==> src/rtl/imu_frame_parser_top_defines.svh <==
// ----------------------------------------------------------------------------
// imu_frame_parser_top_defines.svh
// Assertion macros used by the frame parser top level.
// ----------------------------------------------------------------------------
`ifndef IMU_FRAME_PARSER_TOP_DEFINES_SVH
`define IMU_FRAME_PARSER_TOP_DEFINES_SVH

// Same-cycle implication, checked outside reset.
`define IMU_FP_ASSERT_NOW(label, ante, cons, msg) \
    label: assert property (@(posedge i_clk) disable iff (!i_rst_n) (ante) |-> (cons)) \
        else $error(msg);

// Next-cycle implication, checked outside reset.
`define IMU_FP_ASSERT_NEXT(label, ante, cons, msg) \
    label: assert property (@(posedge i_clk) disable iff (!i_rst_n) (ante) |=> (cons)) \
        else $error(msg);

`endif

==> src/rtl/imu_fp_pkg.sv <==
`timescale 1ns / 1ps
// ----------------------------------------------------------------------------
// imu_fp_pkg
// Constants and types for the inertial sensor frame parser.
// ----------------------------------------------------------------------------
package imu_fp_pkg;

    localparam int unsigned FRAME_LENGTH_DEF = 11;
    localparam int unsigned COUNT_W          = 4;
    // Buffer must reach at least through frame byte 9.
    localparam int unsigned BUF_MIN_SLOTS    = 10;

    localparam logic [7:0] HEADER_BYTE = 8'h55;
    localparam logic [7:0] KIND_FIRST  = 8'h50;
    localparam logic [7:0] KIND_LAST   = 8'h58;
    localparam logic [3:0] KIND_MAX    = 4'd8;

    typedef struct packed {
        logic [3:0]  frame_kind;
        logic [15:0] word_a;
        logic [15:0] word_b;
        logic [15:0] word_c;
        logic [15:0] word_d;
        logic [31:0] long_a;
        logic [31:0] long_b;
    } t_result;

    typedef struct packed {
        logic    valid;
        t_result result;
    } t_core_out;

endpackage

==> src/rtl/imu_fp_channels.sv <==
`timescale 1ns / 1ps
// ----------------------------------------------------------------------------
// imu_fp_channels
// Valid/ready channels for received bytes and decoded frames.
// ----------------------------------------------------------------------------
interface imu_fp_byte_if;
    logic       valid;
    logic       ready;
    logic [7:0] rx_byte;

    modport source (output valid, output rx_byte, input ready);
    modport sink   (input valid, input rx_byte, output ready);
endinterface

interface imu_fp_result_if;
    logic        valid;
    logic        ready;
    logic [3:0]  frame_kind;
    logic [15:0] word_a;
    logic [15:0] word_b;
    logic [15:0] word_c;
    logic [15:0] word_d;
    logic [31:0] long_a;
    logic [31:0] long_b;

    modport source (output valid, output frame_kind, output word_a, output word_b,
                    output word_c, output word_d, output long_a, output long_b,
                    input ready);
    modport sink   (input valid, input frame_kind, input word_a, input word_b,
                    input word_c, input word_d, input long_a, input long_b,
                    output ready);
endinterface

==> src/rtl/imu_frame_parser_top.sv <==
`timescale 1ns / 1ps
// Throughput: one byte per cycle; the only limit is the consumer taking results.
// Bytes pass an input register, then the count/buffer/decode logic, then a result register.
// Reset (synchronous, active low) clears the byte count and both stage valids;
// frame buffer contents are not reset.
// ----------------------------------------------------------------------------
// imu_frame_parser_top
// Byte-serial frame parser for an inertial sensor link.
// ----------------------------------------------------------------------------
`include "imu_frame_parser_top_defines.svh"

module imu_frame_parser_top #(
    parameter int unsigned FRAME_LENGTH = imu_fp_pkg::FRAME_LENGTH_DEF
) (
    input  logic             i_clk,
    input  logic             i_rst_n,
    imu_fp_byte_if.sink      i_byte,
    imu_fp_result_if.source  o_result
);

    logic                  w_in_valid;
    logic [7:0]            w_in_byte;
    logic                  w_out_free;
    logic                  w_advance;
    logic                  w_load;
    imu_fp_pkg::t_core_out w_core;

    // Move a byte into decode only when the result register can take its outcome.
    assign w_advance = w_in_valid && w_out_free;
    assign w_load    = w_advance && w_core.valid;

    imu_fp_in_stage u_in_stage (
        .i_clk     (i_clk),
        .i_rst_n   (i_rst_n),
        .i_byte    (i_byte),
        .i_advance (w_advance),
        .o_valid   (w_in_valid),
        .o_rx_byte (w_in_byte)
    );

    imu_fp_core #(
        .FRAME_LENGTH (FRAME_LENGTH)
    ) u_core (
        .i_clk     (i_clk),
        .i_rst_n   (i_rst_n),
        .i_fire    (w_advance),
        .i_rx_byte (w_in_byte),
        .o_core    (w_core)
    );

    imu_fp_out_stage u_out_stage (
        .i_clk    (i_clk),
        .i_rst_n  (i_rst_n),
        .i_load   (w_load),
        .i_result (w_core.result),
        .o_result (o_result),
        .o_free   (w_out_free)
    );

    `IMU_FP_ASSERT_NEXT(a_load_shows, w_load, o_result.valid, "decoded frame not presented")
    `IMU_FP_ASSERT_NOW(a_kind_range, o_result.valid, o_result.frame_kind <= imu_fp_pkg::KIND_MAX, "frame kind out of range")
    `IMU_FP_ASSERT_NOW(a_hold_blocks, w_in_valid && !w_advance, !i_byte.ready, "byte accepted over a held byte")

endmodule

==> src/rtl/imu_fp_in_stage.sv <==
`timescale 1ns / 1ps
// ----------------------------------------------------------------------------
// imu_fp_in_stage
// Input register: holds one received byte until the decode stage takes it.
// ----------------------------------------------------------------------------
module imu_fp_in_stage (
    input  logic         i_clk,
    input  logic         i_rst_n,
    imu_fp_byte_if.sink  i_byte,
    input  logic         i_advance,
    output logic         o_valid,
    output logic [7:0]   o_rx_byte
);

    logic       r_valid;
    logic       n_valid;
    logic [7:0] r_rx_byte;
    logic       w_accept;

    assign i_byte.ready = !r_valid || i_advance;
    assign w_accept     = i_byte.valid && i_byte.ready;

    always_comb begin
        priority if (w_accept) begin
            n_valid = 1'b1;
        end else if (i_advance) begin
            n_valid = 1'b0;
        end else begin
            n_valid = r_valid;
        end
    end

    always_ff @(posedge i_clk) begin
        if (!i_rst_n) begin
            r_valid <= 1'b0;
        end else begin
            r_valid <= n_valid;
        end
    end

    always_ff @(posedge i_clk) begin
        if (w_accept) begin
            r_rx_byte <= i_byte.rx_byte;
        end
    end

    assign o_valid   = r_valid;
    assign o_rx_byte = r_rx_byte;

endmodule

==> src/rtl/imu_fp_core.sv <==
`timescale 1ns / 1ps
// ----------------------------------------------------------------------------
// imu_fp_core
// Byte count, frame buffer and frame decode for one byte per cycle while i_fire is high.
// ----------------------------------------------------------------------------
module imu_fp_core #(
    parameter int unsigned FRAME_LENGTH = imu_fp_pkg::FRAME_LENGTH_DEF
) (
    input  logic                  i_clk,
    input  logic                  i_rst_n,
    input  logic                  i_fire,
    input  logic [7:0]            i_rx_byte,
    output imu_fp_pkg::t_core_out o_core
);

    localparam int unsigned CW        = imu_fp_pkg::COUNT_W;
    localparam int unsigned BUF_DEPTH = (FRAME_LENGTH > imu_fp_pkg::BUF_MIN_SLOTS) ?
                                        FRAME_LENGTH : imu_fp_pkg::BUF_MIN_SLOTS;
    localparam logic [CW:0] LEN_LIM   = (CW + 1)'(FRAME_LENGTH);

    logic [CW-1:0] r_count;
    logic [CW-1:0] n_count;
    logic [CW-1:0] w_count_inc;
    logic [7:0]    r_buf [BUF_DEPTH];
    logic [7:0]    n_buf [BUF_DEPTH];
    logic          w_hdr_ok;
    logic          w_done;
    logic          w_kind_ok;
    logic [7:0]    w_kind_diff;

    // Write the new byte at the count position; the decode sees it at once.
    for (genvar k = 0; k < BUF_DEPTH; k++) begin : g_slot
        assign n_buf[k] = (r_count == CW'(k)) ? i_rx_byte : r_buf[k];
    end

    assign w_count_inc = r_count + CW'(1);
    assign w_hdr_ok    = (n_buf[0] == imu_fp_pkg::HEADER_BYTE);
    // A wrap of the count also closes the frame.
    assign w_done      = (w_count_inc == '0) || ({1'b0, w_count_inc} >= LEN_LIM);
    assign w_kind_ok   = (n_buf[1] >= imu_fp_pkg::KIND_FIRST) &&
                         (n_buf[1] <= imu_fp_pkg::KIND_LAST);
    assign w_kind_diff = n_buf[1] - imu_fp_pkg::KIND_FIRST;

    always_comb begin
        priority if (!w_hdr_ok || w_done) begin
            n_count = '0;
        end else begin
            n_count = w_count_inc;
        end
    end

    always_ff @(posedge i_clk) begin
        if (!i_rst_n) begin
            r_count <= '0;
        end else if (i_fire) begin
            r_count <= n_count;
        end
    end

    always_ff @(posedge i_clk) begin
        if (i_fire) begin
            r_buf <= n_buf;
        end
    end

    always_comb begin
        o_core.valid             = w_hdr_ok && w_done && w_kind_ok;
        o_core.result.frame_kind = w_kind_diff[3:0];
        o_core.result.word_a     = {n_buf[3], n_buf[2]};
        o_core.result.word_b     = {n_buf[5], n_buf[4]};
        o_core.result.word_c     = {n_buf[7], n_buf[6]};
        o_core.result.word_d     = {n_buf[9], n_buf[8]};
        o_core.result.long_a     = {n_buf[2], n_buf[3], n_buf[4], n_buf[5]};
        o_core.result.long_b     = {n_buf[6], n_buf[7], n_buf[8], n_buf[9]};
    end

endmodule

==> src/rtl/imu_fp_out_stage.sv <==
`timescale 1ns / 1ps
// ----------------------------------------------------------------------------
// imu_fp_out_stage
// Result register: holds a decoded frame until the consumer takes it.
// ----------------------------------------------------------------------------
module imu_fp_out_stage (
    input  logic                 i_clk,
    input  logic                 i_rst_n,
    input  logic                 i_load,
    input  imu_fp_pkg::t_result  i_result,
    imu_fp_result_if.source      o_result,
    output logic                 o_free
);

    logic                r_valid;
    logic                n_valid;
    imu_fp_pkg::t_result r_result;

    assign o_free = !r_valid || o_result.ready;

    always_comb begin
        priority if (i_load) begin
            n_valid = 1'b1;
        end else if (o_result.ready) begin
            n_valid = 1'b0;
        end else begin
            n_valid = r_valid;
        end
    end

    always_ff @(posedge i_clk) begin
        if (!i_rst_n) begin
            r_valid <= 1'b0;
        end else begin
            r_valid <= n_valid;
        end
    end

    always_ff @(posedge i_clk) begin
        if (i_load) begin
            r_result <= i_result;
        end
    end

    assign o_result.valid      = r_valid;
    assign o_result.frame_kind = r_result.frame_kind;
    assign o_result.word_a     = r_result.word_a;
    assign o_result.word_b     = r_result.word_b;
    assign o_result.word_c     = r_result.word_c;
    assign o_result.word_d     = r_result.word_d;
    assign o_result.long_a     = r_result.long_a;
    assign o_result.long_b     = r_result.long_b;

endmodule

==> src/flat_wrapper.sv <==
// flat-port wrapper written by rule: the top's interface ports become plain ports
module imu_frame_parser_top_flat 
#(
    parameter int unsigned FRAME_LENGTH = imu_fp_pkg::FRAME_LENGTH_DEF
)
  (i_clk, i_rst_n, i_byte_valid, i_byte_rx_byte, i_byte_ready, o_result_valid, o_result_frame_kind, o_result_word_a, o_result_word_b, o_result_word_c, o_result_word_d, o_result_long_a, o_result_long_b, o_result_ready);
  imu_fp_byte_if i_byte_i ();
  imu_fp_result_if o_result_i ();
  input  logic i_clk;
  input  logic i_rst_n;
  input wire logic [$bits(i_byte_i.valid)-1:0] i_byte_valid;
  input wire logic [$bits(i_byte_i.rx_byte)-1:0] i_byte_rx_byte;
  output wire logic [$bits(i_byte_i.ready)-1:0] i_byte_ready;
  output wire logic [$bits(o_result_i.valid)-1:0] o_result_valid;
  output wire logic [$bits(o_result_i.frame_kind)-1:0] o_result_frame_kind;
  output wire logic [$bits(o_result_i.word_a)-1:0] o_result_word_a;
  output wire logic [$bits(o_result_i.word_b)-1:0] o_result_word_b;
  output wire logic [$bits(o_result_i.word_c)-1:0] o_result_word_c;
  output wire logic [$bits(o_result_i.word_d)-1:0] o_result_word_d;
  output wire logic [$bits(o_result_i.long_a)-1:0] o_result_long_a;
  output wire logic [$bits(o_result_i.long_b)-1:0] o_result_long_b;
  input wire logic [$bits(o_result_i.ready)-1:0] o_result_ready;
  assign i_byte_i.valid = i_byte_valid;
  assign i_byte_i.rx_byte = i_byte_rx_byte;
  assign i_byte_ready = i_byte_i.ready;
  assign o_result_valid = o_result_i.valid;
  assign o_result_frame_kind = o_result_i.frame_kind;
  assign o_result_word_a = o_result_i.word_a;
  assign o_result_word_b = o_result_i.word_b;
  assign o_result_word_c = o_result_i.word_c;
  assign o_result_word_d = o_result_i.word_d;
  assign o_result_long_a = o_result_i.long_a;
  assign o_result_long_b = o_result_i.long_b;
  assign o_result_i.ready = o_result_ready;
  imu_frame_parser_top #(.FRAME_LENGTH(FRAME_LENGTH)) u_core (.i_clk(i_clk), .i_rst_n(i_rst_n), .i_byte(i_byte_i), .o_result(o_result_i));
endmodule
==> config.mk <==
export PLATFORM = sky130hd
export DESIGN_NAME = imu_frame_parser_top_flat
export DESIGN_NICKNAME = d
export VERILOG_FILES = /design/src/rtl/imu_fp_pkg.sv /design/src/rtl/imu_fp_channels.sv /design/src/rtl/imu_frame_parser_top.sv /design/src/rtl/imu_fp_in_stage.sv /design/src/rtl/imu_fp_core.sv /design/src/rtl/imu_fp_out_stage.sv /design/src/flat_wrapper.sv
export VERILOG_INCLUDE_DIRS = /design/src /design/src/rtl
export SDC_FILE = /design/constraint.sdc
export NUM_CORES = 1
export LEC_CHECK = 0
export BUFFER_PORTS_ARGS = -buffer_cell sky130_fd_sc_hd__buf_2
export CAP_MARGIN = 20
export CORE_MARGIN = 1.5
export CORE_UTILIZATION = 40
export CTS_BUF_LIST = sky130_fd_sc_hd__clkbuf_4 sky130_fd_sc_hd__clkbuf_8
export DETAILED_ROUTE_END_ITERATION = 10
export PLACE_DENSITY = 0.65
export SYNTH_ARGS = -nofsm -noshare
export SYNTH_HDL_FRONTEND = slang
export SYNTH_HIERARCHICAL = 1
export SYNTH_SLANG_ARGS = --single-unit
==> constraint.sdc <==
create_clock -name i_clk -period 8 [get_ports i_clk]
set_input_delay 1.6 -clock i_clk [delete_from_list [all_inputs] [get_ports i_clk]]
set_output_delay 1.6 -clock i_clk [all_outputs]
set_load 0.05 [all_outputs]
==> impl_metrics.py <==
metrics = {
    "outcome": {
        "status": "finished clean",
    },
    "route": {
        "via_per_inst": 4.74,
        "drc_errors": 0,
        "detail_route.wl_per_cell_um": 17.6,
        "dr.pass1.iters": 4,
        "first_iter_violations": 185,
        "vias": 4166,
        "ant_nets": 0,
        "topRoutingLayerUsed": "met4",
        "met1_length_um": 6480,
        "wl_met3_um": 1100,
        "routed_wl_um": 15500,
        "wl_met2_um": 7630,
    },
    "die": {
        "die_h_um": 155,
        "start_util_pct": 40.7,
        "dieArea_um2": 24000,
        "ios": 146,
        "die_x_um": 155,
        "core_um2": 22600,
        "rows": 55,
    },
    "global_route": {
        "grt_pass1_vias": 4308,
        "grt_pass1_wl_um": 23600,
        "grt_max_degree": 106,
        "overflow": 0,
        "antenna_found_initial": 0,
        "grt_use_total_pct": 12.9,
    },
    "cells_and_area": {
        "final_net_count": 581,
        "num-fill-cells": 1978,
        "area_delta_synth_final_pct": 10.4,
        "n_antenna_cell": 0,
        "final_core_util_pct": 45.0,
        "drive_gt1_share_pct": 51.7,
        "design_area_um2": 10200,
    },
    "logic_synthesis": {
        "syn_inst": 523,
        "yosysTopAreaCellShare_pct": 71.7,
        "synth.largest_area_cell": "edfxtp_1",
        "synthArstFlopShare_pct": 0,
        "yosysUniqueCellTypes": 43,
        "synth_area_um2": 9220,
        "synthTopCellsByArea": "edfxtp_1, buf_4, mux2_2",
        "ys.warnings.count": 6,
        "synth_edf_count": 220,
        "ys.flop_type": "edfxtp_1",
        "synth_nets": 540,
        "synth_common_cells": "edfxtp_1, buf_4, mux2_2",
        "avgSynthCellArea_um2": 17.6,
        "synth-seq-cells": 226,
        "yosysMostFrequentCell": "edfxtp_1",
        "yosysSeqAreaShare_pct": 73.0,
    },
    "placement": {
        "port_buffers": 145,
        "dpl-instance-area_um2": 9240,
        "gp_congestion": 0.720,
        "dp_hpwl_um": 9510,
    },
    "power_and_ir_drop": {
        "power_w": 0.00254,
        "clock_power_share_pct": 44.9,
        "p_sw_w": 0.000486,
        "p_leak_nw": 3.62,
        "p_int_w": 0.00206,
        "seq_power_share_pct": 53.0,
        "sw_frac_of_total_pct": 19.1,
        "power_frac_comb_pct": 2.1,
        "p_per_area_nw_per_um2": 250,
        "vdd_drop_max_mv": 0.124,
    },
    "clock_network": {
        "cts_hold_buf": 0,
        "cts-htree-levels": 2,
        "cts-root-buf": "clkbuf_8",
        "clk_latency_ns": 0.51,
        "ctsResizeCount": 0,
        "path_clk_slew_ns": 0.05,
        "clkSinkCount": 226,
        "post-cts-setup-buffer-count": 0,
        "clock_path_buffers": 3,
        "cts_tree": "done",
        "cts_buffers": 39,
    },
    "sta": {
        "setup_viol": 0,
        "slew-limit-headroom_pct": 43.2,
        "fmax_mhz": 219,
        "final_hold_viol_count": 0,
        "slew_viol_final": 0,
        "post-route-period-util_pct": 57.1,
        "setup-tns-final_ns": 0,
        "rsz0062_at_grt": "no",
        "skew_ns": 0.0140,
        "min_period_ns": 4.57,
        "worstMarginPinSlew_ns": 0.848,
    },
    "flow_run": {
        "cap_viol_max_count": 0,
    },
    "critical_path": {
        "worstSetupPathType": "in2out",
        "cp-startpoint": "o_result_ready",
        "crit_slowest_cell": "buf_16",
        "reg2reg_to": "u_core/u_out_stage/o_result.word_b[5]",
        "worstRegToRegCells": 8,
        "max_stage_delay_ns": 0.35,
        "cp.required_ns": 6.40,
        "startpoint_type": "input port",
        "crit_chain": "buf_2 > nand2b_4 > and2_4 > buf_16 > nand2b_4 > buf_2",
        "rr_startpoint": "u_core/u_core/r_count[0]",
        "crit_path_end": "i_byte_ready",
        "cp_max_fo": 69,
        "crit_path_end_kind": "primary output",
        "regToRegSetupSlack_ns": 4.06,
        "worstPathArrival_ns": 2.97,
    },
    "hold_path": {
        "hold_path.class": "reg2reg",
    },
}
==> per-layer routing <==
layer | GRT usage (%) | vias to the layer above
met1 | 15.9 | 2089
met3 | 4.29 | 27
li1 | - | 1896
met5 | 0 | -
met4 | 4.72 | 0
met2 | 21.3 | 154
==> critical path: cells and delay by family <==
kind | cells | cell delay [ns]
AND/OR/NAND/NOR | 3 | 0.67
buffers and inverters | 3 | 0.69
==> per-stage QoR <==
stage	instances	setup slack (ns)	hold slack [ns]
after floorplan	523	2.07	0.543
after global placement	806	3.12	0.492
after detailed placement	806	3.04	0.524
after CTS	877	3.04	0.533
after global routing	879	3.35	0.553
final	879	3.43	0.525
==> cells in the final DEF (no fill, tap or decap), drive strengths merged, types with 2 or more instances in the layout <==
cell / netlist / routed
nor3: 2 / 2
nor2b: 3 / 3
dfxtp: 6 / 6
edfxtp: 220 / 220
a31oi: 2 / 2
o31ai: 2 / 2
nand4: 2 / 2
o21a: 2 / 2
nor2: 5 / 5
mux2: 80 / 80
nor3b: 2 / 2
buf: 138 / 148
nand2b: 3 / 3
nor4b: 2 / 2
a21boi: 2 / 2
and2: 6 / 6
nand2: 11 / 11
ha: 5 / 5
bufinv: 0 / 5
nand4bb: 2 / 2
clkbuf: 10 / 53
clkinv: 0 / 13
inv: 4 / 4
a21oi: 2 / 2
==> worst min path at each step <==
stage / start / to / slack [ns] / depth (start not counted)
floorplan: u_core/u_core/r_buf[83] / u_core/u_core/r_buf[83] / 0.54 / 1
CTS: u_core/u_out_stage/o_result.valid / u_core/u_out_stage/o_result.valid / 0.53 / 2
finish: u_core/u_out_stage/o_result.valid / u_core/u_out_stage/o_result.valid / 0.52 / 2
global placement: u_core/u_out_stage/o_result.valid / u_core/u_out_stage/o_result.valid / 0.49 / 2
detailed placement: u_core/u_out_stage/o_result.valid / u_core/u_out_stage/o_result.valid / 0.52 / 2
global route: u_core/u_out_stage/o_result.valid / u_core/u_out_stage/o_result.valid / 0.55 / 2
==> area by class of cell <==
type | count | area [um2] | share of cell area, %
flip-flops and latches | 226 | 6730 | 66.1
inverters | 4 | 15.0 | 0.148
clock buffers | 53 | 667 | 6.55
repair buffers | 148 | 788 | 7.75
well taps | 285 | 357 | 3.50
clock inverters | 18 | 213 | 2.09
multi-input cells | 145 | 1410 | 13.9
==> sequential cells by signal (all words and copies together), names as in the netlist <==
signal,count
u_core/u_out_stage/o_result.long_a,32
u_core/u_out_stage/o_result.word_a,16
u_core/u_out_stage/o_result.word_b,16
u_core/u_out_stage/o_result.word_c,16
u_core/u_core/r_buf,80
u_core/u_out_stage/o_result.valid,1
u_core/u_core/r_count,4
u_core/u_in_stage/o_rx_byte,8
u_core/u_in_stage/o_valid,1
u_core/u_out_stage/o_result.long_b,32
u_core/u_out_stage/o_result.frame_kind,4
u_core/u_out_stage/o_result.word_d,16
==> power groups by stage <==
stage	clock network [W]	registers, W	logic [W]
floorplan	0	0.00136	0.0000838
global placement	0	0.00137	0.0000508
detailed placement	0	0.00137	0.0000533
CTS	0.00119	0.00135	0.0000538
global route	0.00124	0.00135	0.0000600
finish	0.00114	0.00135	0.0000546
==> logic make-up after synthesis <==
group	synth area share, %
muxes	9.88
and+or+nand+nor	3.11
DFF	73.0
buffers and inverters	11.8
AOI/OAI and AO/OA	1.56
adders and majority gates	0.679
Note: power is estimated with default switching activity, not from simulation.
